<file path="src/sv/ipid_pkg.sv">
// Shared types and constants for the two-channel incremental PID core.
package ipid_pkg;

    localparam int NUM_CH    = 2;
    localparam int CH_W      = (NUM_CH > 1) ? $clog2(NUM_CH) : 1;

    localparam int GAIN_W    = 16;
    localparam int SPEED_W   = 16;
    localparam int ERR_W     = SPEED_W + 1;
    localparam int ACC_W     = 32;
    localparam int DRIVE_W   = 11;
    localparam int DRIVE_LIM = 1000;
    localparam int FRAC_BITS = 12;

    localparam int DATA_W    = 32;
    localparam int ADDR_W    = 4;

    localparam logic [GAIN_W-1:0] GAIN_PROP_RST  = GAIN_W'(532);
    localparam logic [GAIN_W-1:0] GAIN_INTEG_RST = GAIN_W'(410);
    localparam logic [GAIN_W-1:0] GAIN_DERIV_RST = GAIN_W'(410);

    typedef enum logic [ADDR_W-3:0] {
        REG_GAIN_PROP  = 2'd0,
        REG_GAIN_INTEG = 2'd1,
        REG_GAIN_DERIV = 2'd2
    } t_reg_idx;

    typedef struct packed {
        logic [GAIN_W-1:0] prop;
        logic [GAIN_W-1:0] integ;
        logic [GAIN_W-1:0] deriv;
    } t_gains;

endpackage

</file>
<file path="src/sv/ipid_if.sv">
// Handshake interfaces for the input item and result channels.
interface ipid_item_if;
    logic                                 valid;
    logic                                 ready;
    logic                                 channel;
    logic signed [ipid_pkg::SPEED_W-1:0]  target_speed;
    logic signed [ipid_pkg::SPEED_W-1:0]  measured_speed;

    modport source (output valid, channel, target_speed, measured_speed, input ready);
    modport sink   (input valid, channel, target_speed, measured_speed, output ready);
endinterface

interface ipid_res_if;
    logic                                 valid;
    logic                                 ready;
    logic signed [ipid_pkg::DRIVE_W-1:0]  drive;

    modport source (output valid, drive, input ready);
    modport sink   (input valid, drive, output ready);
endinterface

</file>
<file path="src/sv/ipid_cfg.sv">
// APB-style gain register bank.
module ipid_cfg (
    input  logic                         i_clk,
    input  logic                         i_rst_n,
    input  logic                         psel,
    input  logic                         penable,
    input  logic                         pwrite,
    input  logic [ipid_pkg::ADDR_W-1:0]  paddr,
    input  logic [ipid_pkg::DATA_W-1:0]  pwdata,
    output logic [ipid_pkg::DATA_W-1:0]  prdata,
    output logic                         pready,
    output ipid_pkg::t_gains             o_gains
);
    import ipid_pkg::*;

    t_gains   r_gains;
    t_gains   n_gains;
    t_reg_idx reg_idx;
    logic     wr_en;

    assign reg_idx = t_reg_idx'(paddr[ADDR_W-1:2]);
    assign wr_en   = psel && penable && pwrite;
    assign pready  = 1'b1;
    assign o_gains = r_gains;

    always_comb begin
        n_gains = r_gains;
        prdata  = '0;
        case (reg_idx)
            REG_GAIN_PROP: begin
                prdata = DATA_W'(r_gains.prop);
                if (wr_en) n_gains.prop = pwdata[GAIN_W-1:0];
            end
            REG_GAIN_INTEG: begin
                prdata = DATA_W'(r_gains.integ);
                if (wr_en) n_gains.integ = pwdata[GAIN_W-1:0];
            end
            REG_GAIN_DERIV: begin
                prdata = DATA_W'(r_gains.deriv);
                if (wr_en) n_gains.deriv = pwdata[GAIN_W-1:0];
            end
            default: begin
                prdata = '0;
            end
        endcase
    end

    always_ff @(posedge i_clk) begin
        if (!i_rst_n) begin
            r_gains.prop  <= GAIN_PROP_RST;
            r_gains.integ <= GAIN_INTEG_RST;
            r_gains.deriv <= GAIN_DERIV_RST;
        end else begin
            r_gains <= n_gains;
        end
    end

endmodule

</file>
<file path="src/sv/ipid_calc.sv">
// Velocity-form PID arithmetic: increment, saturating accumulate, drive clamp.
module ipid_calc (
    input  ipid_pkg::t_gains                    i_gains,
    input  logic signed [ipid_pkg::SPEED_W-1:0] i_target,
    input  logic signed [ipid_pkg::SPEED_W-1:0] i_measured,
    input  logic signed [ipid_pkg::ERR_W-1:0]   i_last_err,
    input  logic signed [ipid_pkg::ERR_W-1:0]   i_prior_err,
    input  logic signed [ipid_pkg::ACC_W-1:0]   i_acc,
    output logic signed [ipid_pkg::ERR_W-1:0]   o_err,
    output logic signed [ipid_pkg::ERR_W-1:0]   o_prior_next,
    output logic signed [ipid_pkg::ACC_W-1:0]   o_acc,
    output logic signed [ipid_pkg::DRIVE_W-1:0] o_drive
);
    import ipid_pkg::*;

    localparam int D1_W  = ERR_W + 1;
    localparam int D2_W  = ERR_W + 2;
    localparam int GS_W  = GAIN_W + 1;
    localparam int SUM_W = GS_W + D2_W + 2;
    localparam int FRAC_MASK = (1 << FRAC_BITS) - 1;

    localparam logic signed [ACC_W-1:0] LIM_HI = ACC_W'(DRIVE_LIM);
    localparam logic signed [ACC_W-1:0] LIM_LO = -ACC_W'(DRIVE_LIM);

    logic                            hist_clr;
    logic signed [ERR_W-1:0]         e1;
    logic signed [ERR_W-1:0]         e2;
    logic signed [D1_W-1:0]          d1;
    logic signed [D2_W-1:0]          d2;
    logic signed [GS_W-1:0]          kp;
    logic signed [GS_W-1:0]          ki;
    logic signed [GS_W-1:0]          kd;
    logic signed [GS_W+D1_W-1:0]     p_prop;
    logic signed [GS_W+ERR_W-1:0]    p_integ;
    logic signed [GS_W+D2_W-1:0]     p_deriv;
    logic signed [SUM_W-1:0]         sum;
    logic signed [SUM_W-1:0]         bias;
    logic signed [SUM_W-1:0]         inc;
    logic signed [SUM_W-1:0]         acc_sum;
    logic [SUM_W-ACC_W:0]            acc_top;
    logic                            acc_ovf;

    // zero measured speed wipes the history before it is used
    assign hist_clr = (i_measured == '0);
    assign e1       = hist_clr ? '0 : i_last_err;
    assign e2       = hist_clr ? '0 : i_prior_err;

    assign o_err        = ERR_W'(i_measured) - ERR_W'(i_target);
    assign o_prior_next = e1;

    assign d1 = D1_W'(o_err) - D1_W'(e1);
    assign d2 = D2_W'(o_err) - (D2_W'(e1) <<< 1) + D2_W'(e2);

    assign kp = $signed({1'b0, i_gains.prop});
    assign ki = $signed({1'b0, i_gains.integ});
    assign kd = $signed({1'b0, i_gains.deriv});

    assign p_prop  = kp * d1;
    assign p_integ = ki * o_err;
    assign p_deriv = kd * d2;

    assign sum = SUM_W'(p_prop) + SUM_W'(p_integ) + SUM_W'(p_deriv);

    // truncate toward zero: bias negatives by one less than the scale
    assign bias = sum[SUM_W-1] ? SUM_W'(FRAC_MASK) : '0;
    assign inc  = (sum + bias) >>> FRAC_BITS;

    assign acc_sum = SUM_W'(i_acc) + inc;
    assign acc_top = acc_sum[SUM_W-1:ACC_W-1];
    assign acc_ovf = !((&acc_top) || !(|acc_top));

    always_comb begin
        if (acc_ovf) begin
            o_acc = {acc_sum[SUM_W-1], {(ACC_W-1){~acc_sum[SUM_W-1]}}};
        end else begin
            o_acc = acc_sum[ACC_W-1:0];
        end
        if (o_acc > LIM_HI) begin
            o_drive = DRIVE_W'(LIM_HI);
        end else if (o_acc < LIM_LO) begin
            o_drive = DRIVE_W'(LIM_LO);
        end else begin
            o_drive = o_acc[DRIVE_W-1:0];
        end
    end

endmodule

</file>
<file path="src/sv/incremental_pid_two_channel_core.sv">
// Top level of the two-channel incremental PID core: item register, state, result register.
// Two-channel velocity-form PID with shared Q4.12 gains. Each item gives a channel, target
// and measured speed; the error is measured minus target, and a measured speed of zero
// clears that channel's error history first. The increment kp*(e-e1) + ki*e +
// kd*(e-2e1+e2), truncated toward zero, is added to the channel's 32-bit saturating
// accumulator and the result item carries that accumulator clamped to +-1000. The core
// takes one item per clock while results drain: the item is held in an input register,
// the whole update is worked out combinationally from there, and the per-channel state is
// written as the result moves into the output register, from which it is offered; a
// following item on the same channel sees the updated state. The output register lets a
// new item enter while a result still waits. Gains are written over the APB port at byte
// addresses 0, 4 and 8; the user must do so only while the core is idle (not enforced).
module incremental_pid_two_channel_core (
    input  logic                         i_clk,
    input  logic                         i_rst_n,
    ipid_item_if.sink                    i_item,
    ipid_res_if.source                   o_result,
    input  logic                         psel,
    input  logic                         penable,
    input  logic                         pwrite,
    input  logic [ipid_pkg::ADDR_W-1:0]  paddr,
    input  logic [ipid_pkg::DATA_W-1:0]  pwdata,
    output logic [ipid_pkg::DATA_W-1:0]  prdata,
    output logic                         pready
);
    import ipid_pkg::*;

    t_gains                     gains;

    logic                       r_s1_valid;
    logic                       r_s1_channel;
    logic signed [SPEED_W-1:0]  r_s1_target;
    logic signed [SPEED_W-1:0]  r_s1_measured;

    logic                       r_out_valid;
    logic signed [DRIVE_W-1:0]  r_out_drive;

    logic signed [ERR_W-1:0]    r_last_err  [NUM_CH];
    logic signed [ERR_W-1:0]    r_prior_err [NUM_CH];
    logic signed [ACC_W-1:0]    r_acc       [NUM_CH];

    logic [CH_W-1:0]            s1_ch;
    logic                       adv;
    logic                       take;
    logic signed [ERR_W-1:0]    calc_err;
    logic signed [ERR_W-1:0]    calc_prior;
    logic signed [ACC_W-1:0]    calc_acc;
    logic signed [DRIVE_W-1:0]  calc_drive;

    ipid_cfg u_cfg (
        .i_clk   (i_clk),
        .i_rst_n (i_rst_n),
        .psel    (psel),
        .penable (penable),
        .pwrite  (pwrite),
        .paddr   (paddr),
        .pwdata  (pwdata),
        .prdata  (prdata),
        .pready  (pready),
        .o_gains (gains)
    );

    assign s1_ch = (NUM_CH == 1) ? '0 : CH_W'(r_s1_channel);

    ipid_calc u_calc (
        .i_gains      (gains),
        .i_target     (r_s1_target),
        .i_measured   (r_s1_measured),
        .i_last_err   (r_last_err[s1_ch]),
        .i_prior_err  (r_prior_err[s1_ch]),
        .i_acc        (r_acc[s1_ch]),
        .o_err        (calc_err),
        .o_prior_next (calc_prior),
        .o_acc        (calc_acc),
        .o_drive      (calc_drive)
    );

    // stage 1 moves on when the output register is free or being drained
    assign adv  = r_s1_valid && (!r_out_valid || o_result.ready);
    assign take = i_item.valid && i_item.ready;

    assign i_item.ready    = !r_s1_valid || adv;
    assign o_result.valid  = r_out_valid;
    assign o_result.drive  = r_out_drive;

    always_ff @(posedge i_clk) begin
        if (!i_rst_n) begin
            r_s1_valid  <= 1'b0;
            r_out_valid <= 1'b0;
        end else begin
            if (take) begin
                r_s1_valid <= 1'b1;
            end else if (adv) begin
                r_s1_valid <= 1'b0;
            end
            if (adv) begin
                r_out_valid <= 1'b1;
            end else if (o_result.ready) begin
                r_out_valid <= 1'b0;
            end
        end
    end

    always_ff @(posedge i_clk) begin
        if (take) begin
            r_s1_channel  <= i_item.channel;
            r_s1_target   <= i_item.target_speed;
            r_s1_measured <= i_item.measured_speed;
        end
        if (adv) begin
            r_out_drive <= calc_drive;
        end
    end

    always_ff @(posedge i_clk) begin
        if (!i_rst_n) begin
            for (int i = 0; i < NUM_CH; i++) begin
                r_last_err[i]  <= '0;
                r_prior_err[i] <= '0;
                r_acc[i]       <= '0;
            end
        end else if (adv) begin
            r_last_err[s1_ch]  <= calc_err;
            r_prior_err[s1_ch] <= calc_prior;
            r_acc[s1_ch]       <= calc_acc;
        end
    end

`ifndef SYNTHESIS
    a_drive_range: assert property (@(posedge i_clk) disable iff (!i_rst_n)
        o_result.valid |-> (o_result.drive <= DRIVE_W'(DRIVE_LIM))
                        && (o_result.drive >= -DRIVE_W'(DRIVE_LIM)))
        else $error("drive outside clamp range");

    a_adv_result: assert property (@(posedge i_clk) disable iff (!i_rst_n)
        adv |=> o_result.valid)
        else $error("finished item did not reach the output register");

    a_stall_cause: assert property (@(posedge i_clk) disable iff (!i_rst_n)
        !i_item.ready |-> (r_s1_valid && r_out_valid && !o_result.ready))
        else $error("input stalled without a blocked output");

    a_hist_update: assert property (@(posedge i_clk) disable iff (!i_rst_n)
        adv |=> (r_last_err[$past(s1_ch)] == $past(calc_err))
             && (r_prior_err[$past(s1_ch)] == $past(calc_prior)))
        else $error("channel error history not updated");
`endif

endmodule

</file>
<file path="src/flat_wrapper.sv">
// flat-port wrapper written by rule: the top's interface ports become plain ports
module incremental_pid_two_channel_core_flat import ipid_pkg::*;
  (i_clk, i_rst_n, psel, penable, pwrite, paddr, pwdata, prdata, pready, i_item_valid, i_item_channel, i_item_target_speed, i_item_measured_speed, i_item_ready, o_result_valid, o_result_drive, o_result_ready);
  ipid_item_if i_item_i ();
  ipid_res_if o_result_i ();
  input  logic i_clk;
  input  logic i_rst_n;
  input  logic psel;
  input  logic penable;
  input  logic pwrite;
  input  logic [ipid_pkg::ADDR_W-1:0] paddr;
  input  logic [ipid_pkg::DATA_W-1:0] pwdata;
  output logic [ipid_pkg::DATA_W-1:0] prdata;
  output logic pready;
  input wire logic [$bits(i_item_i.valid)-1:0] i_item_valid;
  input wire logic [$bits(i_item_i.channel)-1:0] i_item_channel;
  input wire logic [$bits(i_item_i.target_speed)-1:0] i_item_target_speed;
  input wire logic [$bits(i_item_i.measured_speed)-1:0] i_item_measured_speed;
  output wire logic [$bits(i_item_i.ready)-1:0] i_item_ready;
  output wire logic [$bits(o_result_i.valid)-1:0] o_result_valid;
  output wire logic [$bits(o_result_i.drive)-1:0] o_result_drive;
  input wire logic [$bits(o_result_i.ready)-1:0] o_result_ready;
  assign i_item_i.valid = i_item_valid;
  assign i_item_i.channel = i_item_channel;
  assign i_item_i.target_speed = i_item_target_speed;
  assign i_item_i.measured_speed = i_item_measured_speed;
  assign i_item_ready = i_item_i.ready;
  assign o_result_valid = o_result_i.valid;
  assign o_result_drive = o_result_i.drive;
  assign o_result_i.ready = o_result_ready;
  incremental_pid_two_channel_core u_core (.i_clk(i_clk), .i_rst_n(i_rst_n), .i_item(i_item_i), .o_result(o_result_i), .psel(psel), .penable(penable), .pwrite(pwrite), .paddr(paddr), .pwdata(pwdata), .prdata(prdata), .pready(pready));
endmodule
</file>
<file path="config.mk">
export PLATFORM = sky130hd
export DESIGN_NAME = incremental_pid_two_channel_core_flat
export DESIGN_NICKNAME = d
export VERILOG_FILES = /design/src/sv/ipid_pkg.sv /design/src/sv/ipid_if.sv /design/src/sv/ipid_cfg.sv /design/src/sv/ipid_calc.sv /design/src/sv/incremental_pid_two_channel_core.sv /design/src/flat_wrapper.sv
export SDC_FILE = /design/constraint.sdc
export NUM_CORES = 2
export LEC_CHECK = 0
export BUFFER_PORTS_ARGS = -buffer_cell sky130_fd_sc_hd__buf_4
export CAP_MARGIN = 20
export CORE_MARGIN = 2
export CORE_UTILIZATION = 43
export CTS_CLUSTER_SIZE = 24
export DETAILED_ROUTE_END_ITERATION = 10
export SYNTH_ARGS = -nofsm -noshare
export SYNTH_HDL_FRONTEND = slang
export SYNTH_HIERARCHICAL = 1
export SYNTH_SLANG_ARGS = --single-unit
</file>
<file path="constraint.sdc">
create_clock -name i_clk -period 51.4 [get_ports i_clk]
set_clock_uncertainty 0.15 [all_clocks]
set_input_delay 7.71 -clock i_clk [delete_from_list [all_inputs] [get_ports i_clk]]
set_output_delay 7.71 -clock i_clk [all_outputs]
set_load 0.1 [all_outputs]
</file>
---- Yosys cells after proc, flatten, opt, wreduce, memory -nomap -nowiden ----
Memories as Yosys holds them, arrays and structs flattened. A register that Yosys moved wholly into a read port is not among the register bits.
Index checks and enable logic that the tools add are counted.
word-level totals
  ROM bits ................................ 0
  memory bits (writable) .................. 132
  memories ................................ 3
  bits in registers ....................... 94
  latch bits .............................. 0
  logic and storage cells ................. 78
  output and inout bits ................... 46
memories
  name                depth  bits a word  rd ports  clocked after memory_dff  wr ports  RTL line                                text
  u_core.r_acc        2      32           1         1                         2         incremental_pid_two_channel_core.sv:40  logic signed [ACC_W-1:0] r_acc [NUM_CH];
  u_core.r_last_err   2      17           1         1                         2         incremental_pid_two_channel_core.sv:38  logic signed [ERR_W-1:0] r_last_err [NUM_CH];
  u_core.r_prior_err  2      17           1         1                         2         incremental_pid_two_channel_core.sv:39  logic signed [ERR_W-1:0] r_prior_err [NUM_CH];
operators by class
  div/mod/pow operators ................... 0
  reductions and logical operators ........ 23
  $add $sub $neg .......................... 8
  shift-type cells ........................ 0
  multiplexer cells ....................... 26
  bitwise logic cells ..................... 1
  equality and inequality tests ........... 2
  order comparisons ....................... 2
  $mul .................................... 3
operators by type and width
  kind                    count
  $mux W17                4
  $mux W32                2
  $pmux W16 S3            1
  $add A37 B13 Y38        1
  $add A36 B36 Y37        1
  $add A35 B34 Y36        1
  $mul A17 B19 Y36        1
  $mul A17 B18 Y35        1
  $mul A17 B17 Y34        1
  $reduce_or A17 Y1       2
  $add A32 B26 Y33        1
  $gt A32 B11 Y1 const B  1
  $lt A32 B11 Y1 const B  1
  $reduce_or A32 Y1       1
  $add A19 B17 Y19        1
  $sub A17 B18 Y19        1
  $sub A17 B17 Y18        1
  $mux W1                 17
  $sub A16 B16 Y17        1
  $logic_not A16 Y1       1
  $mux W12                1
  $mux W11                1
  $reduce_and A7 Y1       1
  $reduce_or A7 Y1        1
  10 further kinds        20

---- Longest topological paths before layout ----
  word-level depth ........................ 15
  gate-level depth with buffers ........... 88
  depth with buffers taken out ............ 85

---- Cells and area by module ----
The synthesis kept the hierarchy.
by module, submodules not included
  module                            cells an instance  area an instance (um2)  times used
  ipid_calc                         4,390              38,629.5                1
  incremental_pid_two_channel_core  444                8,199.1                 1
  ipid_cfg                          257                2,371.0                 1

---- Least setup slack after synthesis ----
No wires, ideal clock.
  path kind ............................... flip-flop to flip-flop
  from .................................... register u_core.r_s1_target[0]
  to ...................................... register u_core.r_out_drive[3] (netlist: u_core/o_result.drive[3]) (data pin)
  slack ................................... 32.388 ns
  stages on the path, launching flop included .. 82
  library setup time ...................... 0.259 ns
  arrival time ............................ 18.602 ns
  cell sequence ........................... edfxtp_1 -> ha_1 -> fa_1 -> nor2b_1 -> o21ai_0 -> a21boi_0 -> o21ai_0 -> a21boi_0 -> o21ai_0 -> a21boi_0 -> o21ai_0 -> nor2b_1 -> xnor2_1 -> clkbuf_1 -> fa_1 -> ha_1 -> nor2b_1 -> o31a_1 -> [46 not listed] -> nand3_1 -> o21ai_0 -> and2_1 -> o21ai_0 -> a311oi_1 -> xnor2_1 -> inv_1 -> ha_1 -> clkbuf_1 -> nand2_1 -> o31ai_1 -> a311oi_1 -> o31ai_1 -> a211oi_1 -> o2111ai_1 -> a211oi_4 -> mux2i_1 -> or2_1
between the ends
  word-level cells in the longest chain between the ends .. 14
  elaborated cells between the ends (all ways) .. 21
  classes of those cells .................. add/sub: 8; mul: 3; order compare: 2; mux: 2; bitwise: 1; reduce/logical: 5
RTL lines
  what                                                         RTL line                                 text
  from (decl)                                                  incremental_pid_two_channel_core.sv:32   logic signed [SPEED_W-1:0] r_s1_target;
  from (signal assigned)                                       incremental_pid_two_channel_core.sv:107  r_s1_target <= i_item.target_speed;
  $sub A16 B16 Y17 *                                           ipid_calc.sv:48                          assign o_err = ERR_W'(i_measured) - ERR_W'(i_target);
  named net u_core.calc_err[10]                                incremental_pid_two_channel_core.sv:45   logic signed [ERR_W-1:0] calc_err;
  $sub A17 B17 Y18 / $sub A17 B18 Y19 (equally long branches)  ipid_calc.sv:51, ipid_calc.sv:52
  $mul A17 B18 Y35 / $add A19 B17 Y19 (equally long branches)  ipid_calc.sv:58, ipid_calc.sv:52
  $add A35 B34 Y36 / $mul A17 B19 Y36 (equally long branches)  ipid_calc.sv:62, ipid_calc.sv:60
  $add A36 B36 Y37 *                                           ipid_calc.sv:62                          assign sum = SUM_W'(p_prop) + SUM_W'(p_integ) + SUM_W'(p_deriv);
  $mux W12                                                     ipid_calc.sv:65                          assign bias = sum[SUM_W-1] ? SUM_W'(FRAC_MASK) : '0;
  $add A37 B13 Y38 *                                           ipid_calc.sv:66                          assign inc = (sum + bias) >>> FRAC_BITS;
  $add A32 B26 Y33 *                                           ipid_calc.sv:68                          assign acc_sum = SUM_W'(i_acc) + inc;
  $reduce_or A7 Y1                                             ipid_calc.sv:70                          assign acc_ovf = !((&acc_top) || !(|acc_top));
  $logic_not A1 Y1                                             ipid_calc.sv:70
  $logic_or A1 B1 Y1                                           ipid_calc.sv:70
  $mux W32 *                                                   ipid_calc.sv:73                          if (acc_ovf) begin
  $gt A32 B11 Y1 / $lt A32 B11 Y1 (equally long branches)      ipid_calc.sv:78, ipid_calc.sv:80
  $reduce_or A2 Y1 (no source line)                            n/a
  to (signal assigned)                                         incremental_pid_two_channel_core.sv:111  r_out_drive <= calc_drive;
  to (decl)                                                    incremental_pid_two_channel_core.sv:36   logic signed [DRIVE_W-1:0] r_out_drive;
Mark *: on every way through the listed nets, which the timed path passes. The rest lies on a longest branch.
A chain may end at the register's enable or synchronous reset.

---- Worst setup path after layout ----
Ends and elaborated chain as after synthesis.

==> flow_summary.toml <==
[run_status]
status = "finished clean"

[clock_tree]
post_cts_repair_resize_count = 0
htree_levels = 1
cts_made_buffers = 28
cts-hold-fix-buffers = 0
clk_slew_on_worst_s_h_paths_ps = 60
cts_setup_buffers = 0
tritoncts = "built"
cts_root_buf = "clkbuf_16"
clock_tree.buffer_depth = 3
cts_sinks = 227
worstSkewPairLatency_ps = 590

[global_route]
track_usage_pct = 23.2
grt_pass1_wl_um = 212000
grt_antenna_before_repair = 2
globalRouteOverflowTotal = 0
grt_start_max_net_pins = 133
grt_pass1_vias = 37200

[layout]
final-instance-count-excl-fill = 6632
post-route-cell-area_mm2 = 0.0527
post_route_cells_drive_above_1_share_pct = 9.18
fill_cells = 11000
areaGrowthSynthToFinish_pct = 7.08
final_cell_mix = "inv_1 (1157), fa_1 (965), nand2_1 (646), ha_1 (350), and2_1 (343)"
mostFrequentLayoutCell = "inv_1"
finalNetCount = 6487

[sta]
hold_viol_final = 0
drv_slew = 0
finalSetupViolCount = 0
slew-limit-headroom_pct = 22.4
fin_crit_sh_pct = 45.8
max_clock_freq_ghz = 0.0424
worst-slew-pin-transition_ps = 1160
rsz0062_at_grt = "no"
post-route-min-period_ps = 23560
totalNegativeSetupSlack_ps = 0

[floorplan]
initial_core_util_pct = 43.2
core_area_mm2 = 0.114
std_cell_rows = 124
boundaryPins = 122
die_x_um = 342
die_h_um = 342
die_area_mm2 = 0.117

[min_path]
worstHoldPathCells = 2
hold_path_end = "u_core/u_cfg/o_gains[35]"
hold_path.startpoint = "u_core/u_cfg/o_gains[35]"
hp-class = "reg -> reg"

[worst_setup_path]
crit_top_cell = "fa_1"
criticalPathCategory = "reg -> reg"
critPathLaunchType = "register"
r2r_end = "u_core/o_result.drive[3]"
worstRegToRegCells = 83
crit_required_ps = 51570
worst-endpoint-arrival_ps = 23730
worst_case_register_to_register_setup_slack_ps = 27840
critical-path-slowest-cell = "a2111oi_1"
critical_path.reg2reg.startpoint = "u_core/r_s1_target[0]"
cpPeakStageDelay_ps = 630
timing.critical_path.to_type = "register"
crit_path_max_fanout = 33

[synthesis]
synth_enable_flop_cells = 176
syn_area_mm2 = 0.0492
yosysWarningCount = 6
yosys_register_bits = 227
postSynth.asyncResetShare_pct = 0
synth_cell_type_count = 109
syn-mean-instance-area_um2 = 9.66
ys.flop_type = "edfxtp_1"
synth_sequential_area_ratio_pct = 12.8
post_synth_inst_count = 5091

[detailed_routing]
wl_per_cell_um = 19.7
drt-pass1-iter-count = 5
wirelength_um = 131000
initialDrtViolationCount = 1949
final_antenna_net_count = 0
routed_via_density = 5.19
via_count = 34400
drt_drc_violations_left = 0

[placed_design]
routabilityCongestion = 0.943
post_dp_cell_area_mm2 = 0.0517
place_inst = 6575
dp_hpwl_um = 106000
io_buffers = 86

[job]
cap_violations = 0
==> worst max-delay path: cells and delay by family, from the launching register on <==
kind	cells	cell delay [ps]
AO/OA/AOI/OAI	30	7550
XOR/XNOR	2	430
adder cells (fa/ha/maj)	17	7330
buffers and inverters	12	1760
flip-flops	1	380
multiplexers	1	220
AND/OR/NAND/NOR	21	5440
==> cell usage after synthesis, drive strengths merged, types with 15 or more instances <==
master / count / area [um2]
inv: 1158 / 4350
fa: 965 / 19300
nand2: 647 / 2430
ha: 350 / 4380
and2: 343 / 2150
edfxtp: 176 / 5290
clkbuf: 156 / 586
nor4b: 135 / 1750
nor2b: 108 / 683
nor2: 97 / 364
o21ai: 83 / 415
a21oi: 81 / 424
xnor2: 78 / 683
buf: 74 / 502
mux2i: 71 / 711
mux2: 68 / 766
dfxtp: 51 / 1020
nand2b: 44 / 275
a21o: 38 / 285
nand3: 36 / 185
nor3: 33 / 181
xor2: 33 / 289
and3: 30 / 193
o21a: 20 / 150
a211oi: 19 / 155
a21boi: 19 / 143
nand4: 15 / 115
==> sequential cells by signal, indices dropped and copies added, names as in the netlist, 11 cells and up, named ones only <==
| register | flops |
|---|---|
| u_core/r_s1_target | 16 |
| u_core/o_result.drive | 11 |
| u_core/r_last_err | 34 |
| u_core/r_prior_err | 34 |
| u_core/r_acc | 64 |
| u_core/r_s1_measured | 16 |
| u_core/u_cfg/o_gains | 48 |
==> stage by stage <==
stage,setup WS (ps),utilization [%],hold slack [ps]
after floorplan,32390,-,296
after global placement,28220,45.3,293
after detailed placement,28180,45.4,308
after CTS,28040,46.2,317
after global routing,26310,46.3,350
final,27840,46.3,318
==> cell type report <==
| class | count | area, um2 | share of cell area, % |
|---|---|---|---|
| Antenna cell | 2 | 5.00 | 0.00950 |
| Clock buffer | 45 | 880 | 1.67 |
| Clock inverter | 7 | 46.3 | 0.0879 |
| Inverter | 1159 | 4350 | 8.26 |
| Multi-Input combinational cell | 3490 | 37700 | 71.5 |
| Sequential cell | 227 | 6310 | 12.0 |
| Tap cell | 1512 | 1890 | 3.59 |
| Timing Repair Buffer | 190 | 1520 | 2.88 |
==> metal layers <==
| layer | up-vias | GRT usage [%] | wire, um |
|---|---|---|---|
| li1 | 15600 | - | - |
| met1 | 17800 | 29.8 | 53800 |
| met2 | 826 | 40.9 | 65700 |
| met3 | 183 | 2.20 | 6020 |
| met4 | 0 | 7.71 | 5060 |
| met5 | - | 0 | 0 |
==> worst max path at each step <==
stage / depth (start not counted) / startpoint / slack (ps) / end
floorplan: 81 / u_core/r_s1_target[0] / 32390 / u_core/o_result.drive[3]
global placement: 84 / u_core/r_s1_target[0] / 28220 / u_core/o_result.drive[3]
detailed placement: 83 / u_core/r_s1_target[0] / 28180 / u_core/o_result.drive[3]
CTS: 83 / u_core/r_s1_target[0] / 28040 / u_core/o_result.drive[3]
global route: 84 / u_core/r_s1_target[0] / 26310 / u_core/o_result.drive[3]
finish: 83 / u_core/r_s1_target[0] / 27840 / u_core/o_result.drive[3]
==> cell families after synthesis <==
family                   after synthesis  share of synthesized area, %
buffers and inverters               1389                          11.1
flip-flops                           227                          12.8
other                                  2                        0.0153
AO/OA/AOI/OAI                        367                          5.19
adder cells (fa/ha/maj)             1315                          48.2
multiplexers                         139                          3.00
XOR/XNOR                             111                          1.98
AND/OR/NAND/NOR                     1541                          17.8
Power is left out: the tool's default activity adds up to more than one toggle a clock period on the data nets, which glitch-free logic cannot reach.
